## config.mk

```make
export PLATFORM = sky130hd
export DESIGN_NAME = dtsf_fifo
export DESIGN_NICKNAME = d
export VERILOG_FILES = /design/src/design/dtsf_pkg.sv /design/src/design/dtsf_fifo.sv
export SDC_FILE = /design/constraint.sdc
export NUM_CORES = 1
export LEC_CHECK = 0
export BUFFER_PORTS_ARGS = -buffer_cell sky130_fd_sc_hd__buf_2
export CORE_UTILIZATION = 30
export DETAILED_ROUTE_END_ITERATION = 10
export PLACE_DENSITY = 0.54
export SETUP_SLACK_MARGIN = 0.2
export SLEW_MARGIN = 5
export SYNTH_ARGS = -nofsm -noshare
export SYNTH_HDL_FRONTEND = slang
export SYNTH_SLANG_ARGS = --single-unit
```

## constraint.sdc

```tcl
create_clock -name i_clk -period 30.6 [get_ports i_clk]
set_input_delay 4.59 -clock i_clk [delete_from_list [all_inputs] [get_ports i_clk]]
set_output_delay 4.59 -clock i_clk [all_outputs]
set_load 0.02 [all_outputs]
```

## src/design/dtsf_pkg.sv

```systemverilog
`timescale 1ns / 1ps
package dtsf_pkg;

    // long divider widths, used by the front and back dividers: 33-bit numerator, 32-bit denominator
    localparam int DIV_NW = 33;
    localparam int DIV_DW = 32;

    // memory index field, wide enough for the largest supported image
    localparam int IDX_W = 20;

    localparam logic [2:0] CFG_DEPTH_TEST = 3'd0;
    localparam logic [2:0] CFG_SHADE      = 3'd1;
    localparam logic [2:0] CFG_RED        = 3'd2;
    localparam logic [2:0] CFG_GREEN      = 3'd3;
    localparam logic [2:0] CFG_BLUE       = 3'd4;
    localparam logic [2:0] CFG_COLUMNS    = 3'd5;

    localparam logic [1:0] SHADE_DEPTH = 2'd1;

    typedef struct packed {
        logic [7:0] base;
        logic       sgn;
        logic [7:0] qd;
        logic [7:0] rem;
    } t_chan8;

    typedef struct packed {
        logic [IDX_W-1:0] idx;
        logic [15:0]      addr;
        logic [8:0]       cnt;
        logic             clip;
        logic [7:0]       n;
        logic [31:0]      inv_base;
        logic             inv_sgn;
        logic [31:0]      inv_qd;
        logic [7:0]       inv_rem;
        t_chan8 [2:0]     col;
    } t_span;

    typedef struct packed {
        logic       depth_test;
        logic [1:0] shade;
        logic [7:0] red;
        logic [7:0] green;
        logic [7:0] blue;
    } t_cfg;

endpackage

```

## src/design/dtsf_fifo.sv

```systemverilog
`timescale 1ns / 1ps
module dtsf_fifo (
    input  logic            i_clk,
    input  logic            i_rst_n,
    input  logic            i_push,
    input  dtsf_pkg::t_span i_data,
    output logic            o_full,
    input  logic            i_pop,
    output dtsf_pkg::t_span o_data,
    output logic            o_empty
);
    import dtsf_pkg::*;

    t_span      r_mem [2];
    logic       r_wp;
    logic       r_rp;
    logic [1:0] r_cnt;

    always_ff @(posedge i_clk) begin
        if (!i_rst_n) begin
            r_wp  <= 1'b0;
            r_rp  <= 1'b0;
            r_cnt <= '0;
        end else begin
            if (i_push) begin
                r_mem[r_wp] <= i_data;
                r_wp        <= ~r_wp;
            end
            if (i_pop) begin
                r_rp <= ~r_rp;
            end
            r_cnt <= r_cnt + 2'(i_push) - 2'(i_pop);
        end
    end

    assign o_full  = (r_cnt == 2'd2);
    assign o_empty = (r_cnt == 2'd0);
    assign o_data  = r_mem[r_rp];
endmodule

```

; Word-level counts from Yosys, hierarchy flattened
; Memories as Yosys holds them, arrays and structs flattened. A register that Yosys moved wholly into a read port is not among the register bits.
; Cells that the tools add are included.
[word_totals]
reg_bits = 4
ram_bits = 404
inputBits = 206
n_memories = 1
[memory_table]
columns = name, words, width, read_ports, rd_ports_with_merged_regs, wr, line_no
row1 = r_mem, 2, 202, 1, 1, 1, dtsf_fifo.sv:14  ; t_span r_mem [2];
[classes]
n_addsub = 2
eq_ne = 1
muxes = 5
n_bitwise = 2
n_reduce_logical = 1
[ops]
columns = operator, n
row1 = $mux W1, 5
row2 = $add A2 B1 Y2, 1
row3 = $eq A2 B2 Y1 const B, 1
row4 = $logic_not A2 Y1, 1
row5 = $not A1 Y1, 2
row6 = $sub A2 B1 Y2, 1

; Longest topological paths before layout
; Gate-level depths: netlist (run 1).
[logic_depth]
depth_word = 3
ltp_mapped = 6
depth_no_buf = 6

; Worst setup path before layout (run 1)
; OpenSTA, ideal clock, no wires.
[synth_timing]
path_type = input port to flip-flop
start = in i_rst_n
end = mem r_mem[0][0] (netlist bit) (enable)
setup_ps = 774
arrival_time_ps = 13117
required_time_ps = 29826
slack_ps = 16709
stages = 2
cell_sequence = nand2_1 > nor2_1
[synth_between]
elab_chain_len = 2
[synth_lines]
columns = item, line_no
row1 = "start, declared", dtsf_fifo.sv:4  ; input logic i_rst_n,
row2 = $mux W1, dtsf_fifo.sv:20  ; if (!i_rst_n) begin
row3 = $mux W1 (implied by the code), dtsf_fifo.sv:26  ; r_mem[r_wp] <= i_data;
row4 = "end, declared", dtsf_fifo.sv:14
; No other way between the ends.

==> summary.md, run 1 <==
| Metric | Value |
|---|---|
| Top post-synthesis cells by count | 404 x edfxtp_1, 202 x mux2_2, 11 x buf_4 |
| Worst setup SP type | flop |
| Proportion of layout cells with a drive suffix above 1 | 60.5% |
| Final Slew Violations | 0 |
| Total global-route track usage | 12.2% |
| RePlAce Congestion | 0.698 |
| Share of the yosys chip area belonging to registers | 82.5% |
| CP cell instances | buf_4 > mux2_2 > buf_2 |
| Worst EP arrival | 3.10 ns |
| Unique masters post-synth | 15 |
| Post-Route M1 WL | 12700 um |
| DR vias | 7525 |
| Die area | 50300 um2 |
| WP data required | 26.01 ns |
| Mapped cell area | 14800 um2 |
| Latest clock arrival within the worst-skew pair | 0.55 ns |
| Htree depth | 2 |
| Vias in the first global route | 7783 |
| TNS Setup | 0 ns |
| Crit path capture type | output port |
| RSZ-0062 raised after global routing | no |
| Final hold viol count | 0 |
| Num CTS Buffers | 44 |
| Row cnt | 81 |
| Peak VDD IR | 43.6 uV |
| Fin cells | 1790 |
| Leakage power | 6.87 nW |
| Met3 WL | 3290 um |
| Root Driver | clkbuf_16 |
| Post-CTS setup buffer count | 0 |
| Yosys Warn Count | 0 |
| Area delta synth->final | 27.6% |
| Total iterations of the first detailed-routing run | 4 |
| Final setup fails | 0 |
| CP max FO | 70 |
| Starting Density | 30.4% |
| Maximum clock rate | 0.130 GHz |
| # Max-Cap Violations | 0 |
| Synth Register Bits | 409 |
| Sink Count | 409 |
| Routed length on met2 | 14900 um |
| Num ports | 410 |
| Clk buf depth | 3 |
| Number of vias per cell | 4.20 |
| Final Critical Period | 7.69 ns |
| Post-Synth Simple-Gate Area | 0.371% |
| Residual DRC | 0 |
| Die Ht | 224 um |
| First-pass GRT wire length | 46300 um |
| Synth Area in Compound Gates | 0% |
| Layout Nets | 1298 |
| Routed wire length per instance | 17.8 um |
| Hold Crit Class | reg -> reg |
| Total Routed Length | 31800 um |
| Gates resized, CTS repair | 0 |
| Reg clk slew, reported paths | 0.05 ns |
| Die W | 224 um |
| Crit Path Class | reg -> out |
| Remaining antenna violation count | 0 |
| Rel. slew slack | 25.9% |
| Largest net degree at the start of global routing | 161 |
| Synthesized instance count | 650 |
| Worst Tran Pin Value | 1.11 ns |
| Mux cell area share after synthesis | 15.3% |
| CORE AREA | 48800 um2 |
| Most frequent cell after synthesis | edfxtp_1 |
| Top post-synthesis cells by area | edfxtp_1 82%, mux2_2 15%, buf_6 0.68%, dfxtp_1 0.68%, buf_4 0.56% |
| Number of port buffers | 409 |
| Top Layer Used | met5 |
| CP max stage delay | 1.01 ns |
| # placed instances | 1708 |
| Initial antenna violation count | 9 |
| Fin crit share | 25.1% |
| Net Count, Synth | 858 |
| CTS Hold Bufs | 0 |
| Status | complete, no violations |
| Post-Synth Adder-Cell Area | 0.169% |
| Async set-reset flop share out of synthesis | 0% |
| Synth area leader | edfxtp_1 |
| PD cells | 67.0 nW/um2 |
| Share of the synthesized area in the top cell type | 81.8% |
| Largest family of logic cells by synthesized area | multiplexers |
| Setup Skew | 0.0182 ns |
| CTS tree | built |
| Worst path slowest cell | dfxtp_4 |
| Initial DRC count | 337 |
| Post-synth EDFFs | 404 |
| Post-Synth XOR/XNOR Area | 0.270% |
| Syn avg cell area | 22.8 um2 |
| DP Wirelength | 20800 um |
| Top FF cell, synth | edfxtp_1 |
| GRT Residual Overflow | 0 |
==> critical path: cells and delay by family, from the launching register on <==
| family | cells | cell delay (ns) |
|---|---|---|
| mux | 1 | 0.42 |
| buf+inv | 2 | 0.97 |
| flops | 1 | 1.01 |
==> stage by stage <==
step	hold WS (ns)	utilization, %	setup WS [ns]	power [mW]	cell area (um2)
2_1_floorplan	0.555	-	16.71	0.748	14800
3_3_place_gp	0.560	36.0	23.30	0.792	17600
3_5_place_dp	0.570	36.0	23.27	0.794	17600
4_1_cts	0.581	38.7	22.79	1.29	18900
5_1_grt	0.607	38.7	22.67	1.31	18900
6_report	0.583	38.7	22.91	1.27	18900
==> registers in the layout, summed over array words and instances (netlist names), named ones only <==
name	count
r_cnt	2
r_mem	404
r_wp	1
r_rp	1
==> power by group <==
group / leakage, nW / internal [mW] / switching (mW) / total [mW]
combinational: 2.48 / 0.0534 / 0.0762 / 0.130
sequential: 3.75 / 0.641 / 0.00859 / 0.650
clock: 0.642 / 0.283 / 0.206 / 0.489
==> worst paths after layout <==
kind	to	from	slack (ns)	depth (start not counted)
min reg2reg	flop	r_rp	0.58	2
max	o_data[167]	flop	22.91	3
max reg2reg	r_mem[1][172]	r_wp	27.70	3
min	flop	r_rp	0.58	2
==> metal layers <==
metal / global-route usage, % / vias to the layer above
met5: 0 / -
met1: 14.4 / 3670
met3: 5.49 / 66
li1: - / 3492
met2: 19.4 / 287
met4: 4.70 / 10
==> cell families after synthesis <==
group                    after synthesis
adder cells (fa/ha/maj)                2
flip-flops                           409
XOR/XNOR                               3
multiplexers                         202
buffers and inverters                 24
AND/OR/NAND/NOR                       10
==> area by class of cell <==
type	count	area [um2]
diodes	5	12.5
clock buffers	60	1200
clock inverters	17	115
fillers	4605	29900
inverters	2	7.51
multi-input cells	217	2410
flip-flops and latches	409	12200
well taps	664	831
repair buffers	416	2110
==> cell usage in the layout (no fill, tap or decap) <==
cell	n
clkbuf_8	2
clkbuf_16	45
xor2_1	2
nor2_4	1
xnor3_1	1
dfxtp_4	1
ha_1	2
buf_4	6
dfxtp_1	4
mux2_2	202
clkinvlp_4	1
nand2_1	1
inv_1	2
nor2b_1	2
clkbuf_1	13
and3_4	1
bufinv_16	1
clkinv_1	7
clkinv_4	1
edfxtp_1	404
clkinv_2	5
diode_2	5
inv_6	2
nor2_1	1
buf_2	409
and2_1	4
buf_12	1
Note: power is estimated with default switching activity, not from simulation.
==> run 2: changes to the inputs <==
Settings changed: PLACE_DENSITY 0.54 to 0.56.
Clock period 30.6 ns to 6.6 ns, I/O delays scaled along.
==> summary.md, run 2 (same netlist as run 1, synthesis figures left out) <==
| Metric | Value |
|---|---|
| TNS Setup | 0 ns (unchanged) |
| Worst R2R End | r_mem[1][0] |
| Root Driver | clkbuf_16 |
| Layout Nets | 1297 (-0.077%) |
| Clk buf depth | 3 (unchanged) |
| Starting Density | 30.4% (unchanged) |
| Total iterations of the first detailed-routing run | 4 (unchanged) |
| Total global-route track usage | 11.8% (-0.41 points) |
| Peak VDD IR | 218 uV (+400%) |
| Row cnt | 81 (unchanged) |
| Final Critical Period | 3.57 ns |
| Largest registers | r_mem x404, r_cnt x2 |
| Worst setup endpoint | o_data[137] |
| Setup Skew | 0.00994 ns (-0.00823 ns) |
| CP delay by family, top | buffers and inverters |
| Maximum clock rate | 0.280 GHz |
| Initial DRC count | 358 (+6.2%) |
| Worst EP arrival | 2.58 ns (-0.52 ns) |
| Largest net degree at the start of global routing | 112 (-30%) |
| Vias in the first global route | 7857 (+0.95%) |
| Worst path slowest cell | buf_4 |
| CP max stage delay | 0.68 ns (-0.33 ns) |
| RePlAce Congestion | 0.753 (+7.9%) |
| Final total power | 5.87 mW (+360%) |
| Status | complete, no violations |
| Die W | 224 um (unchanged) |
| CTS Hold Bufs | 0 (unchanged) |
| Post-CTS setup buffer count | 0 (unchanged) |
| Hold path cells | 2 (unchanged) |
| Leakage power | 6.88 nW (+0.13%) |
| Routed wire length per instance | 17.2 um (-3.2%) |
| Commonest cells after routing, fill and taps aside | 409 x buf_2, 404 x edfxtp_1, 202 x mux2_2 |
| CP cell instances | buf_4 > mux2_2 > buf_2 |
| Gates resized, CTS repair | 0 (unchanged) |
| Worst path buffer plus inverter count | 2 (unchanged) |
| Die area | 50300 um2 (unchanged) |
| Worst setup SP type | flop |
| Remaining antenna violation count | 0 (unchanged) |
| Area delta synth->final | 27.8% |
| Num CTS Buffers | 43 (-2.3%) |
| DP Wirelength | 20100 um (-3.2%) |
| CORE AREA | 48800 um2 (unchanged) |
| Crit Path Class | reg -> out |
| WP depth | 3 (unchanged) |
| Total Routed Length | 30800 um (-3.1%) |
| PD cells | 310 nW/um2 (+360%) |
| Residual DRC | 0 (unchanged) |
| Final setup fails | 0 (unchanged) |
| Largest Register | r_mem |
| DR vias | 7507 (-0.24%) |
| Number of port buffers | 409 (unchanged) |
| # Max-Cap Violations | 0 (unchanged) |
| Latest clock arrival within the worst-skew pair | 0.54 ns (about the same) |
| Htree depth | 2 (unchanged) |
| Fin crit share | 54.2% |
| Reg clk slew, reported paths | 0.05 ns (about the same) |
| Most common cell after layout, fill and taps aside | buf_2 |
| Worst reg2reg path depth | 2 (-1) |
| Initial antenna violation count | 7 (-2) |
| CP max FO | 58 (-17%) |
| Final Slew Violations | 0 (unchanged) |
| Die Ht | 224 um (unchanged) |
| Rel. slew slack | 45.1% (+19 points) |
| Fin cells | 1791 (+0.056%) |
| Reg-to-reg startpoint | r_wp |
| Num ports | 410 (unchanged) |
| CTS tree | built |
| GRT Residual Overflow | 0 (unchanged) |
| # placed instances | 1708 (unchanged) |
| Number of vias per cell | 4.19 (-0.29%) |
| WP data required | 5.61 ns (-20.40 ns) |
| Worst Tran Pin Value | 0.823 ns (-0.289 ns) |
| Sink Count | 409 (unchanged) |
| Hold Crit Class | reg -> reg |
| Fill cell count | 4586 (-0.41%) |
| Register-to-Register Setup Slack | 4.38 ns (-23.32 ns) |
| Max reg flops | 404 (unchanged) |
| RSZ-0062 raised after global routing | no |
| Proportion of layout cells with a drive suffix above 1 | 60.3% (-0.14 points) |
| Crit path capture type | output port |
| Final hold viol count | 0 (unchanged) |
| First-pass GRT wire length | 45300 um (-2.2%) |
## run 2: changes by cell type in the layout (fill, tap and decap cells not counted)
| cell | before | now |
|---|---|---|
| bufinv_16 | 1 | 2 |
| inv_6 | 2 | 1 |
| clkbuf_1 | 13 | 11 |
| buf_12 | 1 | 3 |
| buf_4 | 6 | 4 |
| clkinv_2 | 5 | 7 |
| clkbuf_8 | 2 | 0 |
| clkinv_1 | 7 | 11 |
| clkinv_4 | 1 | 0 |
## run 2: worst register-to-register path, cell delays in order (launching register included)
cell	delay, ns
dfxtp_1	0.42
and3_4	0.61
buf_4	0.72
## run 2: layout make-up
type	instances	area, um2	share of cell area (%)
Antenna cell	5	12.5	0.0660
Clock buffer	56	1170	6.16
Clock inverter	22	153	0.805
Inverter	2	7.51	0.0396
Multi-Input combinational cell	217	2410	12.7
Sequential cell	409	12200	64.6
Tap cell	664	831	4.38
Timing Repair Buffer	416	2140	11.3
## run 2: stage by stage
step	util, %	hold WS [ns]	setup slack [ns]	instance area [um2]
after global routing	38.8	0.592	2.86	18900
after global placement	36.1	0.572	3.57	17600
after CTS	38.8	0.575	2.95	18900
after floorplan	-	0.555	0.355	14800
final	38.8	0.567	3.03	19000
after detailed placement	36.1	0.567	3.54	17600
## run 2: metal layers
layer / routed length (um) / track usage, % / up-vias / part of all wire [%]
met4: 734 / 4.30 / 6 / 2.4
met3: 3060 / 5.33 / 52 / 9.9
li1: - / - / 3480 / -
met1: 12200 / 13.5 / 3689 / 39
met2: 14800 / 19.4 / 280 / 48
met5: 39 / 0 / - / 0.13
## run 2: worst min path at each step
stage / from / slack [ns] / endpoint
floorplan: r_rp / 0.55 / flop
global placement: r_rp / 0.57 / r_rp
detailed placement: r_rp / 0.57 / flop
CTS: r_rp / 0.58 / flop
global route: i_data[44] / 0.59 / r_mem[1][44]
finish: r_rp / 0.57 / flop
## run 2: power by group
group,switching [mW],total (mW),internal [mW]
sequential,0.0317,3.00,2.97
combinational,0.359,0.609,0.249
clock,0.934,2.26,1.32
