===== config.mk =====
export PLATFORM = sky130hd
export DESIGN_NAME = dtsf_front
export DESIGN_NICKNAME = d
export VERILOG_FILES = /design/src/design/dtsf_pkg.sv /design/src/design/dtsf_div.sv /design/src/design/dtsf_front.sv
export SDC_FILE = /design/constraint.sdc
export NUM_CORES = 1
export LEC_CHECK = 0
export BUFFER_PORTS_ARGS = -buffer_cell sky130_fd_sc_hd__buf_2
export CORE_MARGIN = 2
export CORE_UTILIZATION = 61
export CTS_BUF_LIST = sky130_fd_sc_hd__clkbuf_8
export DETAILED_ROUTE_END_ITERATION = 8
export GPL_TIMING_DRIVEN = 0
export PLACE_DENSITY = 0.94
export SYNTH_ARGS = -nofsm -noshare
export SYNTH_HDL_FRONTEND = slang
export SYNTH_SLANG_ARGS = --single-unit

===== constraint.sdc =====
create_clock -name i_clk -period 6.7 [get_ports i_clk]
set_input_delay 0.335 -clock i_clk [delete_from_list [all_inputs] [get_ports i_clk]]
set_output_delay 0.335 -clock i_clk [all_outputs]
set_load 0.005 [all_outputs]

===== src/design/dtsf_pkg.sv =====
`timescale 1ns / 1ps
package dtsf_pkg;

    // long divider widths, used by the front and back dividers: 33-bit numerator, 32-bit denominator
    localparam int DIV_NW = 33;
    localparam int DIV_DW = 32;

    // memory index field, wide enough for the largest supported image
    localparam int IDX_W = 20;

    localparam logic [2:0] CFG_DEPTH_TEST = 3'd0;
    localparam logic [2:0] CFG_SHADE      = 3'd1;
    localparam logic [2:0] CFG_RED        = 3'd2;
    localparam logic [2:0] CFG_GREEN      = 3'd3;
    localparam logic [2:0] CFG_BLUE       = 3'd4;
    localparam logic [2:0] CFG_COLUMNS    = 3'd5;

    localparam logic [1:0] SHADE_DEPTH = 2'd1;

    typedef struct packed {
        logic [7:0] base;
        logic       sgn;
        logic [7:0] qd;
        logic [7:0] rem;
    } t_chan8;

    typedef struct packed {
        logic [IDX_W-1:0] idx;
        logic [15:0]      addr;
        logic [8:0]       cnt;
        logic             clip;
        logic [7:0]       n;
        logic [31:0]      inv_base;
        logic             inv_sgn;
        logic [31:0]      inv_qd;
        logic [7:0]       inv_rem;
        t_chan8 [2:0]     col;
    } t_span;

    typedef struct packed {
        logic       depth_test;
        logic [1:0] shade;
        logic [7:0] red;
        logic [7:0] green;
        logic [7:0] blue;
    } t_cfg;

endpackage


===== src/design/dtsf_div.sv =====
`timescale 1ns / 1ps
module dtsf_div (
    input  logic                       i_clk,
    input  logic                       i_rst_n,
    input  logic                       i_start,
    input  logic [dtsf_pkg::DIV_NW-1:0] i_num,
    input  logic [dtsf_pkg::DIV_DW-1:0] i_den,
    output logic                       o_done,
    output logic [dtsf_pkg::DIV_NW-1:0] o_quo,
    output logic [dtsf_pkg::DIV_DW-1:0] o_rem
);
    import dtsf_pkg::*;

    localparam int CNT_W = $clog2(DIV_NW + 1);

    logic [CNT_W-1:0]  r_cnt;
    logic              r_busy;
    logic              r_done;
    logic [DIV_NW-1:0] r_num;
    logic [DIV_NW-1:0] r_quo;
    logic [DIV_DW-1:0] r_rem;
    logic [DIV_DW-1:0] r_den;
    logic [DIV_DW:0]   n_trial;
    logic              n_bit;

    // one quotient bit a cycle, restoring
    always_comb begin
        n_trial = {r_rem, r_num[DIV_NW-1]};
        n_bit   = (n_trial >= {1'b0, r_den});
    end

    always_ff @(posedge i_clk) begin
        if (!i_rst_n) begin
            r_busy <= 1'b0;
            r_done <= 1'b0;
            r_cnt  <= '0;
        end else begin
            r_done <= 1'b0;
            if (i_start) begin
                r_busy <= 1'b1;
                r_cnt  <= CNT_W'(DIV_NW);
                r_num  <= i_num;
                r_den  <= i_den;
                r_rem  <= '0;
                r_quo  <= '0;
            end else if (r_busy) begin
                r_num <= {r_num[DIV_NW-2:0], 1'b0};
                r_quo <= {r_quo[DIV_NW-2:0], n_bit};
                if (n_bit) begin
                    r_rem <= DIV_DW'(n_trial - {1'b0, r_den});
                end else begin
                    r_rem <= n_trial[DIV_DW-1:0];
                end
                r_cnt <= r_cnt - 1'b1;
                if (r_cnt == CNT_W'(1)) begin
                    r_busy <= 1'b0;
                    r_done <= 1'b1;
                end
            end
        end
    end

    assign o_done = r_done;
    assign o_quo  = r_quo;
    assign o_rem  = r_rem;
endmodule


===== src/design/dtsf_front.sv =====
`timescale 1ns / 1ps
module dtsf_front #(
    parameter int MAX_SPAN     = 64,
    parameter int IMAGE_PIXELS = 65536
) (
    input  logic            i_clk,
    input  logic            i_rst_n,
    input  logic            i_accept,
    output logic            o_busy,
    input  logic [7:0]      i_span_row,
    input  logic [7:0]      i_x_left,
    input  logic [7:0]      i_x_right,
    input  logic [15:0]     i_depth_left,
    input  logic [15:0]     i_depth_right,
    input  logic [7:0]      i_red_left,
    input  logic [7:0]      i_green_left,
    input  logic [7:0]      i_blue_left,
    input  logic [7:0]      i_red_right,
    input  logic [7:0]      i_green_right,
    input  logic [7:0]      i_blue_right,
    input  logic [8:0]      i_columns,
    output logic            o_push,
    output dtsf_pkg::t_span o_span,
    input  logic            i_full
);
    import dtsf_pkg::*;

    localparam logic [2:0] F_IDLE = 3'd0;
    localparam logic [2:0] F_MUL  = 3'd1;
    localparam logic [2:0] F_MOD  = 3'd2;
    localparam logic [2:0] F_DIV  = 3'd3;
    localparam logic [2:0] F_WAIT = 3'd4;
    localparam logic [2:0] F_PUSH = 3'd5;

    localparam logic [2:0] JOB_INV_L = 3'd0;
    localparam logic [2:0] JOB_INV_R = 3'd1;
    localparam logic [2:0] JOB_INV_D = 3'd2;
    localparam logic [2:0] JOB_COL_0 = 3'd3;
    localparam logic [2:0] JOB_COL_2 = 3'd5;

    localparam logic [20:0] IP21 = 21'(IMAGE_PIXELS);
    localparam logic [8:0]  MAX9 = 9'(MAX_SPAN);

    logic [2:0]  r_st;
    logic [2:0]  r_job;
    logic [7:0]  r_row;
    logic [7:0]  r_xa;
    logic [7:0]  r_n;
    logic [15:0] r_za;
    logic [15:0] r_zb;
    logic [7:0]  r_ca [3];
    logic [7:0]  r_cb [3];
    logic [31:0] r_inva;
    logic [31:0] r_invb;
    logic [17:0] r_addr;
    t_span       r_span;

    logic              n_swap;
    logic [17:0]       n_addr;
    logic [8:0]        n_cnt;
    logic [32:0]       n_dinv;
    logic [31:0]       n_ainv;
    logic [1:0]        n_k;
    logic [8:0]        n_dcol;
    logic [7:0]        n_acol;
    logic              n_start;
    logic [DIV_NW-1:0] n_num;
    logic [DIV_DW-1:0] n_den;
    logic              div_done;
    logic [DIV_NW-1:0] div_quo;
    logic [DIV_DW-1:0] div_rem;
    logic [31:0]       n_sat;

    always_comb begin
        n_swap = (i_x_left > i_x_right);
        n_addr = 18'(r_row) * 18'(i_columns) + 18'(r_xa);
        n_cnt  = 9'(r_n) + 9'd1;
        n_dinv = {1'b0, r_invb} - {1'b0, r_inva};
        n_ainv = n_dinv[32] ? 32'(-n_dinv) : n_dinv[31:0];
        n_k    = 2'(r_job - JOB_COL_0);
        n_dcol = {1'b0, r_cb[n_k]} - {1'b0, r_ca[n_k]};
        n_acol = n_dcol[8] ? 8'(-n_dcol) : n_dcol[7:0];
        n_sat  = div_quo[DIV_NW-1] ? 32'hFFFF_FFFF : div_quo[31:0];
        n_start = (r_st == F_DIV);
        case (r_job)
            JOB_INV_L: begin
                n_num = {1'b1, 32'd0};
                n_den = 32'(r_za);
            end
            JOB_INV_R: begin
                n_num = {1'b1, 32'd0};
                n_den = 32'(r_zb);
            end
            JOB_INV_D: begin
                n_num = {1'b0, n_ainv};
                n_den = 32'(r_n);
            end
            default: begin
                n_num = 33'(n_acol);
                n_den = 32'(r_n);
            end
        endcase
    end

    dtsf_div u_div (
        .i_clk   (i_clk),
        .i_rst_n (i_rst_n),
        .i_start (n_start),
        .i_num   (n_num),
        .i_den   (n_den),
        .o_done  (div_done),
        .o_quo   (div_quo),
        .o_rem   (div_rem)
    );

    always_ff @(posedge i_clk) begin
        if (!i_rst_n) begin
            r_st  <= F_IDLE;
            r_job <= JOB_INV_L;
        end else begin
            case (r_st)
                F_IDLE: begin
                    if (i_accept) begin
                        r_row <= i_span_row;
                        if (n_swap) begin
                            r_xa    <= i_x_right;
                            r_n     <= i_x_left - i_x_right;
                            r_za    <= i_depth_right;
                            r_zb    <= i_depth_left;
                            r_ca[0] <= i_red_right;
                            r_ca[1] <= i_green_right;
                            r_ca[2] <= i_blue_right;
                            r_cb[0] <= i_red_left;
                            r_cb[1] <= i_green_left;
                            r_cb[2] <= i_blue_left;
                        end else begin
                            r_xa    <= i_x_left;
                            r_n     <= i_x_right - i_x_left;
                            r_za    <= i_depth_left;
                            r_zb    <= i_depth_right;
                            r_ca[0] <= i_red_left;
                            r_ca[1] <= i_green_left;
                            r_ca[2] <= i_blue_left;
                            r_cb[0] <= i_red_right;
                            r_cb[1] <= i_green_right;
                            r_cb[2] <= i_blue_right;
                        end
                        r_st <= F_MUL;
                    end
                end
                F_MUL: begin
                    r_addr        <= n_addr;
                    r_span.addr   <= n_addr[15:0];
                    r_span.n      <= r_n;
                    r_span.clip   <= (n_cnt > MAX9);
                    r_span.cnt    <= (n_cnt > MAX9) ? MAX9 : n_cnt;
                    r_st          <= F_MOD;
                end
                F_MOD: begin
                    // fold the address into the store, one subtraction a cycle
                    if ({3'd0, r_addr} >= IP21) begin
                        r_addr <= r_addr - IP21[17:0];
                    end else begin
                        r_span.idx <= IDX_W'(r_addr);
                        r_job      <= JOB_INV_L;
                        r_st       <= F_DIV;
                    end
                end
                F_DIV: begin
                    r_st <= F_WAIT;
                end
                F_WAIT: begin
                    if (div_done) begin
                        case (r_job)
                            JOB_INV_L: r_inva <= n_sat;
                            JOB_INV_R: r_invb <= n_sat;
                            JOB_INV_D: begin
                                r_span.inv_base <= r_inva;
                                r_span.inv_sgn  <= n_dinv[32];
                                r_span.inv_qd   <= div_quo[31:0];
                                r_span.inv_rem  <= div_rem[7:0];
                            end
                            default: begin
                                r_span.col[n_k].base <= r_ca[n_k];
                                r_span.col[n_k].sgn  <= n_dcol[8];
                                r_span.col[n_k].qd   <= div_quo[7:0];
                                r_span.col[n_k].rem  <= div_rem[7:0];
                            end
                        endcase
                        if (r_job == JOB_COL_2) begin
                            r_st <= F_PUSH;
                        end else begin
                            r_job <= r_job + 3'd1;
                            r_st  <= F_DIV;
                        end
                    end
                end
                F_PUSH: begin
                    if (!i_full) begin
                        r_st <= F_IDLE;
                    end
                end
                default: r_st <= F_IDLE;
            endcase
        end
    end

    assign o_busy = (r_st != F_IDLE);
    assign o_push = (r_st == F_PUSH) && !i_full;
    assign o_span = r_span;
endmodule


After elaboration in Yosys (flattened, before gate mapping)
Memories as Yosys holds them, arrays and structs flattened.
Cells that the tools add are included.
W data, S select, Z words.
{"block": "op_classes", "div": 0, "n_mux": 60, "bitwise_logic": 10, "addsub": 13, "n_mul": 1, "reduce_logical": 25, "eq_ne": 15, "n_shift": 0, "magnitude_cmp": 6}
{"cell": "$bwmux W75", "n": 4}
{"cell": "$demux W25 S2", "n": 4}
{"cell": "$mux W32", "n": 4}
{"cell": "$mux W33", "n": 3}
{"cell": "$mux W8", "n": 10}
{"cell": "$pmux W33 S2", "n": 1}
{"cell": "$mux W16", "n": 3}
{"cell": "$pmux W18 S2", "n": 1}
{"cell": "$ge A33 B32 Y1", "n": 1}
{"cell": "$sub A32 B32 Y33", "n": 1}
{"cell": "$neg A32 Y32", "n": 1}
{"cell": "$pmux W16 S2", "n": 1}
{"cell": "$sub A32 B32 Y32", "n": 1}
{"cell": "$mux W25", "n": 1}
{"cell": "$mux W3", "n": 8}
{"cell": "$reduce_and A4 Y1", "n": 6}
{"cell": "$add A17 B8 Y18", "n": 1}
{"cell": "$ge A18 B17 Y1 const B", "n": 1}
{"cell": "$mux W18", "n": 1}
{"cell": "$pmux W3 S6", "n": 1}
{"cell": "$sub A18 B17 Y18 const B", "n": 1}
{"cell": "$mul A8 B9 Y17", "n": 1}
{"cell": "$mux W17", "n": 1}
{"cell": "$sub A8 B8 Y8", "n": 2}
{"cell": "30 further kinds", "n": 71}
{"block": "word_totals", "n_memories": 2, "input_bits": 117, "ff_bits": 482, "wordCells": 171, "latch_bits": 0, "ram_bits": 48, "mem_bits_ro": 0, "output_inout_bits": 204}
{"name": "r_ca", "depth": 3, "word_bits": 8, "read_ports": 1, "rd_ports_with_merged_regs": 0, "wr": 3, "line": "dtsf_front.sv:51", "text": "logic [7:0] r_ca [3];"}
{"name": "r_cb", "depth": 3, "word_bits": 8, "read_ports": 1, "rd_ports_with_merged_regs": 0, "wr": 3, "line": "dtsf_front.sv:52", "text": "logic [7:0] r_cb [3];"}

Depth between registers and ports, before layout
{"block": "depth", "word_depth": 9, "ltp_mapped": 22, "mapped_depth_nobuf": 21}

Hierarchy
A second synthesis with hierarchy kept.
{"block": "unflattened", "hier_cells": 2412, "area_unflattened_um2": 29047.9}
{"module": "dtsf_front", "area_per_inst_um2": 21753.4, "cells_per_inst": 1802, "n_inst": 1}
{"module": "dtsf_div", "area_per_inst_um2": 7294.5, "cells_per_inst": 610, "n_inst": 1}

Least setup slack after synthesis
Ideal clock, no wire load.
{"block": "synth_path", "path_type": "register -> register", "startpoint": "reg r_job[0]", "endpoint": "reg r_span, in the netlist o_span[100], enable pin", "path_buffers": 3, "path_stages_with_launch": 8, "t_required_ns": 6.195, "path_slack_ns": 1.606, "t_arrival_ns": 4.589, "setup_ns": 0.505, "cell_sequence": "dfxtp_1 > clkbuf_1 > buf_1 > inv_1 > ha_1 > nand2b_1 > clkbuf_1 > nor2_1"}
{"block": "synth_via", "elab_chain_cells": 2}
{"item": "start: declaration", "line": "dtsf_front.sv:45", "text": "logic [2:0] r_job;"}
{"item": "start signal: assignment", "line": "dtsf_front.sv:193", "text": "r_job <= r_job + 3'd1;"}
{"item": "$eq A3 B2 Y1", "line": "dtsf_front.sv:174", "text": "case (r_job)"}
{"item": "$reduce_and A4 Y1 (no line)"}
{"item": "end: declaration", "line": "dtsf_front.sv:56", "text": "t_span r_span;"}
Every way passes these cells.
A chain may end at the register's enable or synchronous reset.

Worst setup path in the final report
{"block": "layout_path", "startpoint": "reg r_row[1]", "endpoint": "reg r_addr[15], data pin"}
{"block": "layout_via", "elab_chain_cells": 3}
{"item": "start: declaration", "line": "dtsf_front.sv:46", "text": "logic [7:0] r_row;"}
{"item": "start signal: assignment", "line": "dtsf_front.sv:124", "text": "r_row <= i_span_row;"}
{"item": "$mul A8 B9 Y17", "line": "dtsf_front.sv:76", "text": "n_addr = 18'(r_row) * 18'(i_columns) + 18'(r_xa);"}
{"item": "$add A17 B8 Y18", "line": "dtsf_front.sv:76"}
{"item": "named net n_addr[15]", "line": "dtsf_front.sv:59", "text": "logic [17:0] n_addr;"}
{"item": "$pmux W18 S2", "line": "dtsf_front.sv:121", "text": "case (r_st)"}
{"item": "end signal: assignment", "line": "dtsf_front.sv:152", "text": "r_addr <= n_addr;"}
{"item": "end signal: assignment", "line": "dtsf_front.sv:162", "text": "r_addr <= r_addr - IP21[17:0];"}
{"item": "end: declaration", "line": "dtsf_front.sv:55", "text": "logic [17:0] r_addr;"}
The timed path passes the listed nets, and every way through them passes these cells.

==> flow_metrics.tcl <==
set metrics [dict create \
    status "finished clean" \
    yosys.area.top_type "edfxtp_1" \
    path_max_fanout 9 \
    synth_top_area_share_pct 55.22 \
    fin_skew_ns 0.04114 \
    area_growth_syn_to_layout_pct 19.42 \
    routed_wirelength_mm 74.10 \
    yosysSeqAreaShare_pct 56.25 \
    overflow 0 \
    layout_min_cycle_time_ns 6.454 \
    cts.sinks 514 \
    synthFlopType "edfxtp_1" \
    max_slew_margin_pct 14.75 \
    grt_max_degree 52 \
    async_flop_share_pct 0 \
    cap_violations 0 \
    cp.arrival_ns 6.85 \
    die_w_um 215.1 \
    route.detailed.drc 0 \
    numCtsBuffers 81 \
    viasPerCell 6.091 \
    clkPwrFrac_pct 33.2 \
    critPathKind "reg -> reg" \
    grt_pass1_vias 21050 \
    p_sw_w 0.002258 \
    clk_latency_ns 0.68 \
    synth_cell_types 86 \
    start_util_pct 61.62 \
    route.vias.total 20800 \
    crit_chain "clkbuf_1 -> nand2_1 -> fa_1 -> inv_1 -> fa_1 -> ha_1 -> inv_1 -> fa_1 -> fa_1 -> nor2b_1 -> o21ai_0 -> a21boi_0 -> o21ai_0 -> a21boi_0 -> o21ai_0 -> a21oi_1 -> o31ai_1 -> xnor2_1 -> and2_1" \
    cts_root_buffer "clkbuf_8" \
    dr.pass1.iters 6 \
    setup-tns-final_ns 0 \
    rsz0062_at_grt "false" \
    worstRegToRegCells 19 \
    netlist_area_sq_um 27190 \
    detail-route-antenna-nets 0 \
    min_period_over_period_pct 96.32 \
    path_clk_slew_ns 0.07 \
    io-pin-count 321 \
    hold_viol 0 \
    place_area_sq_um 29790 \
    fill_cells 2788 \
    post_cts_buffers 0 \
    synth.top_cells.by_count "edfxtp_1, inv_1, nand2_1" \
    die_h_um 215.1 \
    switching_share_pct 28.35 \
    ir_drop_mv 0.2431 \
    yosys_register_bits 514 \
    cts_htree_levels 3 \
    fmax_mhz 154.9 \
    end_kind "register" \
    yosysWarnings 0 \
    drtIter0Drc 2142 \
    ys_top_cells_by_area "edfxtp_1, ha_1, fa_1, mux2_2, and2_1" \
    wire_per_inst_um 21.70 \
    drv_slew 0 \
    netlist_instances 2232 \
    rows 77 \
    final_nets 3056 \
    place_congestion 0.9379 \
    fin_area_sq_um 32470 \
    synth_most_common_cell "edfxtp_1" \
    crit_family "adder cells" \
    core_area_sq_um 44120 \
    grt_util_all_layers_pct 31.58 \
    crit_cells 19 \
    cp.buffers_inverters 3 \
    cpMostUsedCell "fa_1" \
    io_buffer_count 318 \
    cts_tree "built" \
    fp.dieArea_sq_um 46280 \
    seqPwrFrac_pct 47.6 \
    slowest_stage "a21boi_0" \
    setup_viol 0 \
    synth-edff-count 500 \
    cp.required_ns 7.10 \
    drive_above_1_share_pct 21.18 \
    clockBufferDepth 3 \
    max_stage_delay_ns 0.62 \
    p_leak_nw 12.91 \
    critPathLaunchType "register" \
    avgSynthCellArea_sq_um 12.18 \
    intPower_w 0.005706 \
    hpwlAfterDp_mm 49.85 \
    grt_pass1_wl_mm 114.7 \
    power_density_nw_per_um2 245.2 \
    worst_pin_slew_ns 1.269 \
    power_frac_comb_pct 19.2 \
    hold_depth 2 \
    hold_path_class "in -> reg" \
    antenna_found_initial 7 \
]
[layer usage]
metal  track usage [%]  vias up  wire (um)
met4             14.16        6       3148
met1             38.49    10090      27730
li1                  -     9147          -
met5                 0        -         35
met3             6.822      257       6572
met2             54.13     1302      36610
[power groups by stage]
stage               Sequential [W]  Combinational (W)  Clock, W
global route               0.00379            0.00167   0.00279
detailed placement         0.00385            0.00137         0
floorplan                  0.00383           0.000948         0
global placement           0.00384            0.00129         0
finish                     0.00379            0.00153   0.00265
CTS                        0.00378            0.00147   0.00264
[area by class of cell]
type                       count  area, sq um  area share, %
antenna                        4        10.01        0.03083
inverter                     192        720.7          2.219
tap                          592        740.7          2.281
buffer                        80        324.1         0.9980
sequential                   514        15290          47.10
clock inverter                60        406.6          1.252
clock buffer                  83         1142          3.518
timing repair buffer         441         2904          8.943
multi-input combinational   1449        10930          33.65
[timing repair]
action,CTS,global route
endpoints found under the hold margin,83,0
resized for setup,0,0
hold buffers,112,0
[metrics by stage]
stage / hold WS [ns] / setup WS [ns] / instances / util, % / power, W
after detailed placement: 0.4118 / 0.7802 / 3156 / 67.52 / 0.005215
after global routing: 0.008397 / 0.2513 / 3414 / 73.58 / 0.008256
after CTS: 0.002810 / 0.7197 / 3411 / 73.57 / 0.007885
final: 0.02529 / 0.2463 / 3415 / 73.59 / 0.007963
after global placement: 0.4027 / -0.2649 / 3145 / 66.93 / 0.005130
after floorplan: 0.4003 / 1.606 / 2235 / - / 0.004779
[path summary, 6_finish.rpt]
| check | from | endpoint | slack (ns) |
|---|---|---|---|
| setup reg to reg | r_row[1] | r_addr[15] | 0.25 |
| hold reg to reg | r_addr[1] | o_span[183] | 0.41 |
| setup / recovery | r_row[1] | r_addr[15] | 0.25 |
| hold / removal | i_depth_left[15] | r_za[15] | 0.03 |
[cells by family (layout without fill, tap and decap cells)]
| logic type | after synthesis | after routing | share of synthesized area (%) |
|---|---|---|---|
| DFF | 514 | 514 | 56.25 |
| xor gates and xnor gates | 80 | 80 | 2.577 |
| buffers and inverters | 272 | 856 | 3.842 |
| AOI/OAI and AO/OA | 405 | 405 | 9.949 |
| other | 1 | 8 | 0.01379 |
| and+or+nand+nor | 661 | 661 | 12.79 |
| muxes | 119 | 119 | 4.776 |
| adders and majority gates | 180 | 180 | 9.801 |
[sequential cells by signal, summed over array words and instances, names as in the netlist, 24 cells and up]
name and count:
r_invb 32, u_div.o_rem 32, r_ca 24, r_cb 24, u_div.o_quo 33, o_span 200
r_inva 32, u_div.r_num 33
[cell usage in the layout (no fill, tap or decap), types with 16 or more instances in the layout]
master	Yosys	layout
inv_1	192	212
and3_1	21	19
o31ai_1	20	20
clkbuf_1	67	67
nor4_1	16	16
mux2_2	86	86
mux2i_1	33	33
a31oi_1	16	16
xnor2_1	55	55
nor2b_1	21	19
and2_1	129	129
ha_1	125	125
nand2_1	183	183
dlygate4sd3_1	0	112
o21a_1	23	22
nor3_1	37	36
xor2_1	25	25
clkbuf_8	0	83
a21oi_1	94	94
edfxtp_1	500	500
or2_2	37	37
nand2b_1	22	22
nor2_1	78	74
o21ai_0	92	92
nand3_1	42	42
fa_1	55	55
clkinv_1	0	19
a21o_1	24	24
buf_2	7	325
No activity file was read; power rests on OpenSTA's default activity.
